===== src/sv/mhpq_pkg.sv =====
// ----------------------------------------------------------------------------
// Max-heap priority queue package
// Sizes, codes, types and the command and status words shared by the
// controller and the datapath.
// ----------------------------------------------------------------------------
package mhpq_pkg;

   localparam int HEAP_DEPTH = 1024;
   localparam int ADDR_W     = $clog2(HEAP_DEPTH);
   localparam int COUNT_W    = $clog2(HEAP_DEPTH + 1);
   localparam int KEY_W      = 32;
   localparam int TOTAL_W    = 11;
   localparam int ACTION_W   = 2;
   localparam int STATUS_W   = 2;

   typedef logic signed [KEY_W-1:0] key_type;
   typedef logic [ADDR_W-1:0]       addr_type;
   typedef logic [COUNT_W-1:0]      count_type;
   typedef logic [TOTAL_W-1:0]      total_type;
   typedef logic [ACTION_W-1:0]     action_type;
   typedef logic [STATUS_W-1:0]     status_type;

   localparam action_type ACT_INSERT = 2'd0;
   localparam action_type ACT_REMOVE = 2'd1;
   localparam action_type ACT_PEEK   = 2'd2;

   localparam status_type STATUS_OK    = 2'd0;
   localparam status_type STATUS_FULL  = 2'd1;
   localparam status_type STATUS_EMPTY = 2'd2;

   typedef enum logic [1:0] {
      RD_PARENT,
      RD_LAST,
      RD_LEFT,
      RD_RIGHT
   } rd_sel_type;

   typedef enum logic [1:0] {
      WR_NONE,
      WR_KEY,
      WR_UP,
      WR_DOWN
   } wr_sel_type;

   typedef struct packed {
      logic       ins_start;
      logic       rem_start;
      logic       rd_en;
      rd_sel_type rd_sel;
      logic       pos_root;
      logic       cap_key;
      logic       cap_left;
      wr_sel_type wr_sel;
      logic       rsp_load;
      status_type status_code;
   } dp_cmd_type;

   typedef struct packed {
      logic full;
      logic empty;
      logic pos_root;
      logic left_ok;
      logic up_move;
      logic down_move;
   } dp_stat_type;

endpackage


===== src/sv/mhpq_ctrl.sv =====
// ----------------------------------------------------------------------------
// Max-heap priority queue controller
// Sequences the sift-up and sift-down walks and the response handshake.
// ----------------------------------------------------------------------------
module mhpq_ctrl (
   input  logic                  clock,
   input  logic                  reset,
   input  logic                  req_valid,
   output logic                  req_ready,
   input  mhpq_pkg::action_type  req_action,
   output logic                  rsp_valid,
   input  logic                  rsp_ready,
   input  mhpq_pkg::dp_stat_type stat,
   output mhpq_pkg::dp_cmd_type  cmd
);
   import mhpq_pkg::*;

   typedef enum logic [3:0] {
      S_IDLE,
      S_UP_RD,
      S_UP_CMP,
      S_DN_LAST,
      S_DN_KEY,
      S_DN_LEFT,
      S_DN_RIGHT,
      S_DN_CMP,
      S_RESP
   } state_type;

   state_type  state_ff, state_in;
   status_type status_ff, status_in;
   logic       rsp_valid_ff, rsp_valid_in;

   assign req_ready = (state_ff == S_IDLE);
   assign rsp_valid = rsp_valid_ff;

   always_comb begin
      state_in        = state_ff;
      status_in       = status_ff;
      rsp_valid_in    = rsp_valid_ff && !rsp_ready;
      cmd             = '0;
      cmd.rd_sel      = RD_PARENT;
      cmd.wr_sel      = WR_NONE;
      cmd.status_code = status_ff;
      case (state_ff)
         S_IDLE: begin
            if (req_valid) begin
               status_in = STATUS_OK;
               state_in  = S_RESP;
               if (req_action == ACT_INSERT) begin
                  if (stat.full) begin
                     status_in = STATUS_FULL;
                  end else begin
                     cmd.ins_start = 1'b1;
                     state_in      = S_UP_RD;
                  end
               end else if (req_action == ACT_REMOVE) begin
                  if (stat.empty) begin
                     status_in = STATUS_EMPTY;
                  end else begin
                     cmd.rem_start = 1'b1;
                     state_in      = S_DN_LAST;
                  end
               end
            end
         end
         S_UP_RD: begin
            if (stat.pos_root) begin
               cmd.wr_sel = WR_KEY;
               state_in   = S_RESP;
            end else begin
               cmd.rd_en  = 1'b1;
               cmd.rd_sel = RD_PARENT;
               state_in   = S_UP_CMP;
            end
         end
         S_UP_CMP: begin
            if (stat.up_move) begin
               cmd.wr_sel = WR_UP;
               state_in   = S_UP_RD;
            end else begin
               cmd.wr_sel = WR_KEY;
               state_in   = S_RESP;
            end
         end
         S_DN_LAST: begin
            if (stat.empty) begin
               state_in = S_RESP;
            end else begin
               cmd.rd_en    = 1'b1;
               cmd.rd_sel   = RD_LAST;
               cmd.pos_root = 1'b1;
               state_in     = S_DN_KEY;
            end
         end
         S_DN_KEY: begin
            cmd.cap_key = 1'b1;
            state_in    = S_DN_LEFT;
         end
         S_DN_LEFT: begin
            if (stat.left_ok) begin
               cmd.rd_en  = 1'b1;
               cmd.rd_sel = RD_LEFT;
               state_in   = S_DN_RIGHT;
            end else begin
               cmd.wr_sel = WR_KEY;
               state_in   = S_RESP;
            end
         end
         S_DN_RIGHT: begin
            cmd.cap_left = 1'b1;
            cmd.rd_en    = 1'b1;
            cmd.rd_sel   = RD_RIGHT;
            state_in     = S_DN_CMP;
         end
         S_DN_CMP: begin
            if (stat.down_move) begin
               cmd.wr_sel = WR_DOWN;
               state_in   = S_DN_LEFT;
            end else begin
               cmd.wr_sel = WR_KEY;
               state_in   = S_RESP;
            end
         end
         S_RESP: begin
            if (!rsp_valid_ff || rsp_ready) begin
               cmd.rsp_load = 1'b1;
               rsp_valid_in = 1'b1;
               state_in     = S_IDLE;
            end
         end
         default: begin
            state_in = S_IDLE;
         end
      endcase
   end

   always_ff @(posedge clock) begin
      if (reset) begin
         state_ff     <= S_IDLE;
         status_ff    <= STATUS_OK;
         rsp_valid_ff <= 1'b0;
      end else begin
         state_ff     <= state_in;
         status_ff    <= status_in;
         rsp_valid_ff <= rsp_valid_in;
      end
   end

endmodule


===== config.mk =====
export PLATFORM = sky130hd
export DESIGN_NAME = mhpq_ctrl
export DESIGN_NICKNAME = d
export VERILOG_FILES = /design/src/sv/mhpq_pkg.sv /design/src/sv/mhpq_ctrl.sv
export SDC_FILE = /design/constraint.sdc
export NUM_CORES = 1
export LEC_CHECK = 0
export ABC_AREA = 1
export BUFFER_PORTS_ARGS = -buffer_cell sky130_fd_sc_hd__buf_4
export CAP_MARGIN = 15
export CORE_AREA = 2 2 39 41
export CTS_BUF_LIST = sky130_fd_sc_hd__clkbuf_8
export CTS_CLUSTER_SIZE = 24
export DETAILED_ROUTE_END_ITERATION = 8
export DIE_AREA = 0 0 41 43
export PLACE_DENSITY = 0.81
export SYNTH_ARGS = -nofsm -noshare
export SYNTH_HDL_FRONTEND = slang
export SYNTH_SLANG_ARGS = --single-unit
export TNS_END_PERCENT = 20

===== constraint.sdc =====
create_clock -name clock -period 2 [get_ports clock]
set_input_delay 0.3 -clock clock [delete_from_list [all_inputs] [get_ports clock]]
set_output_delay 0.3 -clock clock [all_outputs]
set_load 0.01 [all_outputs]

==> summary.txt, run 1 <==
status -> complete, no violations
number of nets still failing antenna checks after routing -> 0
delay of the slowest critical-path stage -> 0.45 ns
Distinct cells, synth -> 22
CP max FO -> 5
largest net degree at the start of global routing -> 8
Tmin final -> 1.62 ns
DRT iter0 DRCs -> 7
Net count, final -> 129
clk_skew -> 0.00512 ns
post-synthesis compound-gate area fraction -> 9.66%
RSZ-0062 raised after global routing -> no
first-pass GRT wire length -> 2380 microns
Setup TNS Final -> 0 ns
#FFs+latches synth -> 7
CORE AREA -> 1380 sq um
slowest stage cell, crit path -> dfxtp_1
Mapped Area -> 544 sq um
Psw -> 124 uW
DRC Markers -> 0
TritonCTS Sinks -> 7
LEAKAGE -> 0.000430 uW
simple-gate share of the synthesized area -> 52.9%
Final setup viols -> 0
fin crit share -> 81.2%
biggest area consumer among synthesized cells -> dfxtp_1
Min-Delay Path Class -> in -> reg
detailed-route via count -> 645
synthesized area per cell -> 6.33 sq um
Mapped Cells -> 86
worst vdd ir -> 0.598 mV
Gate power share -> 23.2%
Slew Limit Fails -> 0
vias in the first global route -> 580
PostCTS Resize Cnt -> 0
Fin. Hold Viols -> 0
drt pass-1 iters -> 3
TritonCTS clock tree -> yes
row cnt -> 14
H-tree levels -> 1
share of layout cells above drive strength 1 -> 37.9%
post-synthesis sequential area ratio -> 25.7%
top cells by count, synth -> 15 x nand2_1, 13 x nor2_1, 12 x inv_1
power share of the clock group -> 42.4%
final wirelength -> 1400 microns
clock latency on the worst-skew pair -> 0.23 ns
count leader, synth -> nand2_1
Yosys top cell area share -> 25.7%
number of enable flip-flop cells after synthesis -> 0
crit-path cells -> nand2_1, inv_1, nand3_1, nand4_1, buf_4
main combinational cell family by area after synthesis -> simple AND/OR/NAND/NOR gates
Diodes inserted -> 0
Max Freq -> 616 MHz
total congestion overflow -> 0
clk buf depth -> 2
Initial Util -> 39.3%
CP Capture Type -> output pin
initial antenna violation count -> 0
I/O Buffers -> 26
synthesis-to-finish area growth -> 47.8%
drt wl/cell -> 10.6 microns
syn nets -> 98
GRT Util Overall -> 19.5%
total power draw -> 449 uW
critical path type -> reg -> out
Worst EP required -> 1.70 ns
# IOs -> 27
xor/xnor cell area share of the yosys netlist -> 0%
Slew HR -> 81.8%
worst slew pin tran -> 0.270 ns
Die Wd -> 41 microns
CTS Root Cell -> clkbuf_8
ys flop type -> dfxtp_1
largest cells by area after synthesis -> dfxtp_1 26%, nand2_1 10%, nor2_1 9.0%
Net Sw Frac -> 27.6%
hpwl dp -> 1170 microns
adder and majority gate portion of the synthesized area -> 0%
die area -> 1760 sq um
vias per cell -> 4.89
mux contribution to synthesized area -> 0%
Num CTS Buffers -> 3
die height -> 43 microns
P per Cell Area -> 558 nW/um^2
max-cap viol count -> 0
post-CTS repair timing setup buffer count -> 0
Syn. warnings -> 0
CP arrival -> 1.32 ns
RD Place Congestion -> 0.770
clk slew on worst S/H paths -> 0.04 ns
Finished Core Util -> 58.1%
asr flop ratio synth -> 0%
cts-stage hold buffer count -> 0
sequential power share -> 34.4%
startpoint types -> register
Int Power -> 325 uW
-- power groups by stage --
stage	Sequential (uW)	Clock [uW]	Combinational, uW
floorplan	157	0	56.2
global placement	156	0	102
detailed placement	157	0	104
CTS	154	197	105
global route	155	207	117
finish	154	190	104
-- cells in the final DEF, fill, tap and decap left out, types with 5 or more instances in the layout --
cell type and n:
nand2_1 15, buf_4 26, nand3_1 9, inv_1 13
dfxtp_1 7, nor2_1 13, inv_2 5
-- sequential cells by signal, indices dropped and copies added, names as in the netlist --
name	count
status_ff	2
rsp_valid	1
state_ff	4
-- logic make-up after synthesis --
| logic type | after synthesis |
|---|---|
| AOI/OAI and AO/OA | 8 |
| buffers and inverters | 17 |
| DFF | 7 |
| and+or+nand+nor | 54 |
-- final timing paths --
path,depth (start not counted),endpoint,from,slack (ns)
worst min register to register,2,status_ff[1],status_ff[1],0.47
worst min-delay path,2,state_ff[3],reset,0.29
worst max register to register,8,state_ff[3],state_ff[1],0.75
worst max-delay path,5,cmd[10],state_ff[0],0.38
-- layout make-up --
cell class,instances,area [sq um]
well taps,16,20.0
flip-flops and latches,7,140
fillers,149,579
multi-input cells,62,340
inverters,17,63.8
clock inverters,1,3.75
clock buffers,3,41.3
repair buffers,26,195
-- routing by layer --
metal | vias to the layer above | wire (microns) | track usage, % | part of all wire [%]
li1 | 340 | - | - | -
met1 | 288 | 602 | 25.5 | 43
met2 | 17 | 701 | 30.6 | 50
met3 | 0 | 97 | 7.33 | 6.9
met4 | 0 | 0 | 2.00 | 0
met5 | - | 0 | 0 | 0
-- worst max-delay path: cells and delay by family, from the launching register on --
kind                   cells  cell delay [ns]
buffers and inverters      2             0.23
and+or+nand+nor            3             0.42
DFF                        1             0.45
-- through the flow --
stage	std cells	setup slack [ns]	cell area (sq um)	hold slack, ns
after global routing	132	0.240	805	0.300
after floorplan	86	0.674	544	0.362
after global placement	128	0.613	759	0.470
final	132	0.375	805	0.289
after detailed placement	128	0.610	759	0.456
after CTS	132	0.361	805	0.285
(Power assumes the default switching activity.)
==> run 2: changes to the inputs <==
==> constraint.sdc (replaced) <==
create_clock -name clock -period 1.65 [get_ports clock]
set_input_delay 0.2475 -clock clock [delete_from_list [all_inputs] [get_ports clock]]
set_output_delay 0.2475 -clock clock [all_outputs]
set_load 0.01 [all_outputs]
==> summary.txt, run 2 (synthesized netlist as in run 1, its figures left out) <==
status -> complete, no violations
die height -> 43 microns (unchanged)
TritonCTS Sinks -> 7 (unchanged)
GRT Util Overall -> 19.5% (unchanged)
TritonCTS clock tree -> yes
CORE AREA -> 1380 sq um (unchanged)
Slew Limit Fails -> 0 (unchanged)
hpwl dp -> 1170 microns (unchanged)
Tmin final -> 1.55 ns
Gate power share -> 23.3% (about the same)
worst slew pin tran -> 0.270 ns (-0.000000358 ns)
share of layout cells above drive strength 1 -> 39.7% (+1.7 points)
die area -> 1760 sq um (unchanged)
slowest stage cell, crit path -> dfxtp_1
power share of the clock group -> 42.3% (about the same)
DRT iter0 DRCs -> 7 (unchanged)
H-tree levels -> 1 (unchanged)
critical path type -> reg -> out
fin crit share -> 94.2%
drt wl/cell -> 10.6 microns (about the same)
PostCTS Resize Cnt -> 0 (unchanged)
LEAKAGE -> 0.000430 uW (about the same)
most frequent cells in the layout -> 26 x buf_4, 15 x nand2_1, 13 x inv_1
critical path buffer and inverter count -> 2 (unchanged)
Initial Util -> 39.3% (unchanged)
first-pass GRT wire length -> 2380 microns (unchanged)
largest net degree at the start of global routing -> 8 (unchanged)
Net Sw Frac -> 27.6% (about the same)
vias per cell -> 4.89 (unchanged)
CTS Root Cell -> clkbuf_8
clk_skew -> 0.00518 ns (+0.0000581 ns)
delay of the slowest critical-path stage -> 0.35 ns (-0.10 ns)
RD Place Congestion -> 0.770 (unchanged)
clk slew on worst S/H paths -> 0.04 ns (about the same)
Max Freq -> 643 MHz
Psw -> 150 uW (+21%)
most common cell after layout, fill and taps aside -> buf_4
synthesis-to-finish area growth -> 48.5%
Fin. Hold Viols -> 0 (unchanged)
vias in the first global route -> 580 (unchanged)
crit-path cells -> nor2_1, inv_1, nor4_1, buf_4
Worst EP required -> 1.40 ns (-0.30 ns)
detailed-route via count -> 645 (unchanged)
Final Non-Filler Cells -> 132 (unchanged)
number of nets still failing antenna checks after routing -> 0 (unchanged)
# IOs -> 27 (unchanged)
initial antenna violation count -> 0 (unchanged)
row cnt -> 14 (unchanged)
CP max FO -> 4 (-1)
cts-stage hold buffer count -> 0 (unchanged)
RSZ-0062 raised after global routing -> yes
max reg flops -> 4 (unchanged)
max-cap viol count -> 0 (unchanged)
Net count, final -> 129 (unchanged)
Final setup viols -> 0 (unchanged)
total congestion overflow -> 0 (unchanged)
DRC Markers -> 0 (unchanged)
cell family with most CP delay -> simple AND/OR/NAND/NOR gates
I/O Buffers -> 26 (unchanged)
Top reg by flops -> state_ff
CP Capture Type -> output pin
worst vdd ir -> 0.724 mV (+21%)
Slew HR -> 81.8% (unchanged)
Diodes inserted -> 0 (unchanged)
CP arrival -> 1.31 ns (about the same)
Int Power -> 394 uW (+21%)
final wirelength -> 1400 microns (about the same)
post-CTS repair timing setup buffer count -> 0 (unchanged)
sequential power share -> 34.4% (about the same)
Min-Delay Path Class -> in -> reg
Die Wd -> 41 microns (unchanged)
clk buf depth -> 2 (unchanged)
clock latency on the worst-skew pair -> 0.23 ns (about the same)
dpl cells -> 128 (unchanged)
Num CTS Buffers -> 3 (unchanged)
total power draw -> 545 uW (+21%)
post-place instance area -> 759 sq um (unchanged)
P per Cell Area -> 674 nW/um^2 (+21%)
drt pass-1 iters -> 3 (unchanged)
startpoint types -> register
post-route cell area -> 808 sq um (+0.47%)
## run 2: routing by layer
layer / up-vias / global-route usage, % / routed length [microns]
li1: 340 / - / -
met1: 288 / 25.5 / 601
met2: 17 / 30.6 / 701
met3: 0 / 7.33 / 97
met4: 0 / 2.00 / 0
met5: - / 0 / 0
## run 2: path summary, 6_finish.rpt
kind / start / end / slack [ns] / cells after the start
max reg2reg: state_ff[1] / state_ff[3] / 0.43 / 5
max: state_ff[1] / cmd[2] / 0.1 / 4
min: reset / state_ff[3] / 0.24 / 2
min reg2reg: status_ff[1] / status_ff[1] / 0.47 / 2
## run 2: metrics by stage
step	hold WS, ns	TNS [ns]	utilization (%)	setup WS (ns)
after floorplan	0.310	0	-	0.376
after global placement	0.468	0	54.9	0.315
after detailed placement	0.456	0	54.9	0.312
after CTS	0.233	0	58.1	0.0639
after global routing	0.247	-0.0852	58.4	-0.0504
final	0.237	0	58.4	0.0955
## run 2: final cells by class
class                      count  area [sq um]
inverter                      17          63.8
multi-input combinational     62           343
sequential                     7           141
tap                           16          20.0
clock buffer                   3          41.3
fill                         149           576
timing repair buffer          26           195
clock inverter                 1          3.75
## run 2: power groups by stage
| stage | clock (uW) | sequential, uW | combinational (uW) |
|---|---|---|---|
| 2_1_floorplan | 0 | 190 | 68.1 |
| 3_3_place_gp | 0 | 190 | 123 |
| 5_1_grt | 251 | 189 | 142 |
| 6_report | 230 | 188 | 127 |
| 3_5_place_dp | 0 | 190 | 126 |
| 4_1_cts | 239 | 187 | 127 |
==> run 3: changes to the inputs <==
--- a/config.mk
+++ b/config.mk
@@ -7,13 +7,14 @@
 export LEC_CHECK = 0
 export ABC_AREA = 1
 export BUFFER_PORTS_ARGS = -buffer_cell sky130_fd_sc_hd__buf_4
-export CAP_MARGIN = 15
+export CAP_MARGIN = 10
 export CORE_AREA = 2 2 39 41
 export CTS_BUF_LIST = sky130_fd_sc_hd__clkbuf_8
 export CTS_CLUSTER_SIZE = 24
 export DETAILED_ROUTE_END_ITERATION = 8
 export DIE_AREA = 0 0 41 43
 export PLACE_DENSITY = 0.81
+export RECOVER_POWER = 50
 export SYNTH_ARGS = -nofsm -noshare
 export SYNTH_HDL_FRONTEND = slang
 export SYNTH_SLANG_ARGS = --single-unit
==> summary.txt, run 3 (synthesized netlist as in run 1, its figures left out) <==
detailed-route via count -> 645 (unchanged)
number of nets still failing antenna checks after routing -> 0 (unchanged)
slowest stage cell, crit path -> dfxtp_1
cell family with most CP delay -> simple AND/OR/NAND/NOR gates
RSZ-0062 raised after global routing -> yes
largest net degree at the start of global routing -> 8 (unchanged)
DRT iter0 DRCs -> 7 (unchanged)
post-CTS repair timing setup buffer count -> 0 (unchanged)
delay of the slowest critical-path stage -> 0.35 ns (about the same)
Min-Delay Path Class -> in -> reg
LEAKAGE -> 0.000426 uW (-0.98%)
dpl cells -> 128 (unchanged)
CP Capture Type -> output pin
max reg flops -> 4 (unchanged)
worst slew pin tran -> 0.270 ns (unchanged)
status -> complete, no violations
share of layout cells above drive strength 1 -> 38.8% (-0.86 points)
Top reg by flops -> state_ff
Max Freq -> 643 MHz (unchanged)
Final Non-Filler Cells -> 132 (unchanged)
Num CTS Buffers -> 3 (unchanged)
total congestion overflow -> 0 (unchanged)
vias per cell -> 4.89 (unchanged)
Finished Core Util -> 58.1% (-0.27 points)
pre-CTS setup slack -> 0.312 ns (unchanged)
startpoint types -> register
RD Place Congestion -> 0.770 (unchanged)
final worst slack -> 0.0955 ns (unchanged)
synthesis-to-finish area growth -> 47.8%
Tmin final -> 1.55 ns (unchanged)
H-tree levels -> 1 (unchanged)
CP arrival -> 1.31 ns (about the same)
M2 GR Usage -> 30.6% (unchanged)
clock latency on the worst-skew pair -> 0.23 ns (about the same)
clk_skew -> 0.00518 ns (unchanged)
Worst EP required -> 1.40 ns (about the same)
Setup TNS Final -> 0 ns (unchanged)
TritonCTS Sinks -> 7 (unchanged)
initial antenna violation count -> 0 (unchanged)
most frequent cells in the layout -> 25 x buf_4, 15 x nand2_1, 13 x inv_1
clk buf depth -> 2 (unchanged)
critical path type -> reg -> out
fin crit share -> 94.2% (unchanged)
critical path buffer and inverter count -> 2 (unchanged)
Die Wd -> 41 microns (unchanged)
row cnt -> 14 (unchanged)
first-pass GRT wire length -> 2380 microns (unchanged)
Slew Limit Fails -> 0 (unchanged)
PostCTS Resize Cnt -> 0 (unchanged)
Initial Util -> 39.3% (unchanged)
most common cell after layout, fill and taps aside -> buf_4
CP max FO -> 4 (unchanged)
clk slew on worst S/H paths -> 0.04 ns (about the same)
cts-stage hold buffer count -> 0 (unchanged)
GRT Util Overall -> 19.5% (unchanged)
vias in the first global route -> 580 (unchanged)
max-cap viol count -> 0 (unchanged)
die height -> 43 microns (unchanged)
Final setup viols -> 0 (unchanged)
final wirelength -> 1400 microns (-0.14%)
Net count, final -> 129 (unchanged)
worst vdd ir -> 0.724 mV (about the same)
met3 usage -> 7.33% (unchanged)
P per Cell Area -> 676 nW/um^2 (+0.36%)
# IOs -> 27 (unchanged)
CTS Root Cell -> clkbuf_8
TritonCTS clock tree -> yes
die area -> 1760 sq um (unchanged)
Fin. Hold Viols -> 0 (unchanged)
Top Usage Layer GRT -> met2
Diodes inserted -> 0 (unchanged)
hpwl dp -> 1170 microns (unchanged)
crit-path cells -> nor2_1, inv_1, nor4_1, buf_4
I/O Buffers -> 26 (unchanged)
CORE AREA -> 1380 sq um (unchanged)
DRC Markers -> 0 (unchanged)
drt wl/cell -> 10.6 microns (-0.14%)
filler cell count -> 149 (unchanged)
drt pass-1 iters -> 3 (unchanged)
Slew HR -> 81.8% (unchanged)
GRT met1 Usage -> 25.5% (unchanged)
## run 3: final timing paths
check	cells past startpoint	startpoint	to	slack, ns
setup reg to reg	5	state_ff[1]	state_ff[3]	0.43
setup / recovery	4	state_ff[1]	cmd[2]	0.1
hold reg to reg	2	status_ff[1]	status_ff[1]	0.47
hold / removal	2	reset	state_ff[3]	0.24
## run 3: cell type report
type	instances	area (sq um)	area share [%]
Clock buffer	3	41.3	5.13
Clock inverter	1	3.75	0.467
Multi-Input combinational cell	62	343	42.6
Sequential cell	7	141	17.6
Inverter	17	63.8	7.93
Timing Repair Buffer	26	191	23.8
Tap cell	16	20.0	2.49
## run 3: stage by stage
step           power [uW]  area, sq um  hold WS [ns]
6_report              544          805         0.237
5_1_grt               581          805         0.247
4_1_cts               553          805         0.233
3_5_place_dp          316          759         0.456
3_3_place_gp          313          759         0.468
2_1_floorplan         258          544         0.310
## run 3: power breakdown
group          total, uW  internal [uW]  switching (uW)  leakage (uW)
clock network        230            160            70.0     0.0000269
registers            188            178            9.81     0.0000573
logic                126           55.6            70.5      0.000341
## run 3: per-layer routing
| layer | up-vias | routed length (microns) | part of all wire, % |
|---|---|---|---|
| li1 | 340 | - | - |
| met1 | 288 | 600 | 43 |
| met2 | 17 | 701 | 50 |
| met3 | 0 | 96 | 6.9 |
| met4 | 0 | 0 | 0 |
| met5 | - | 0 | 0 |
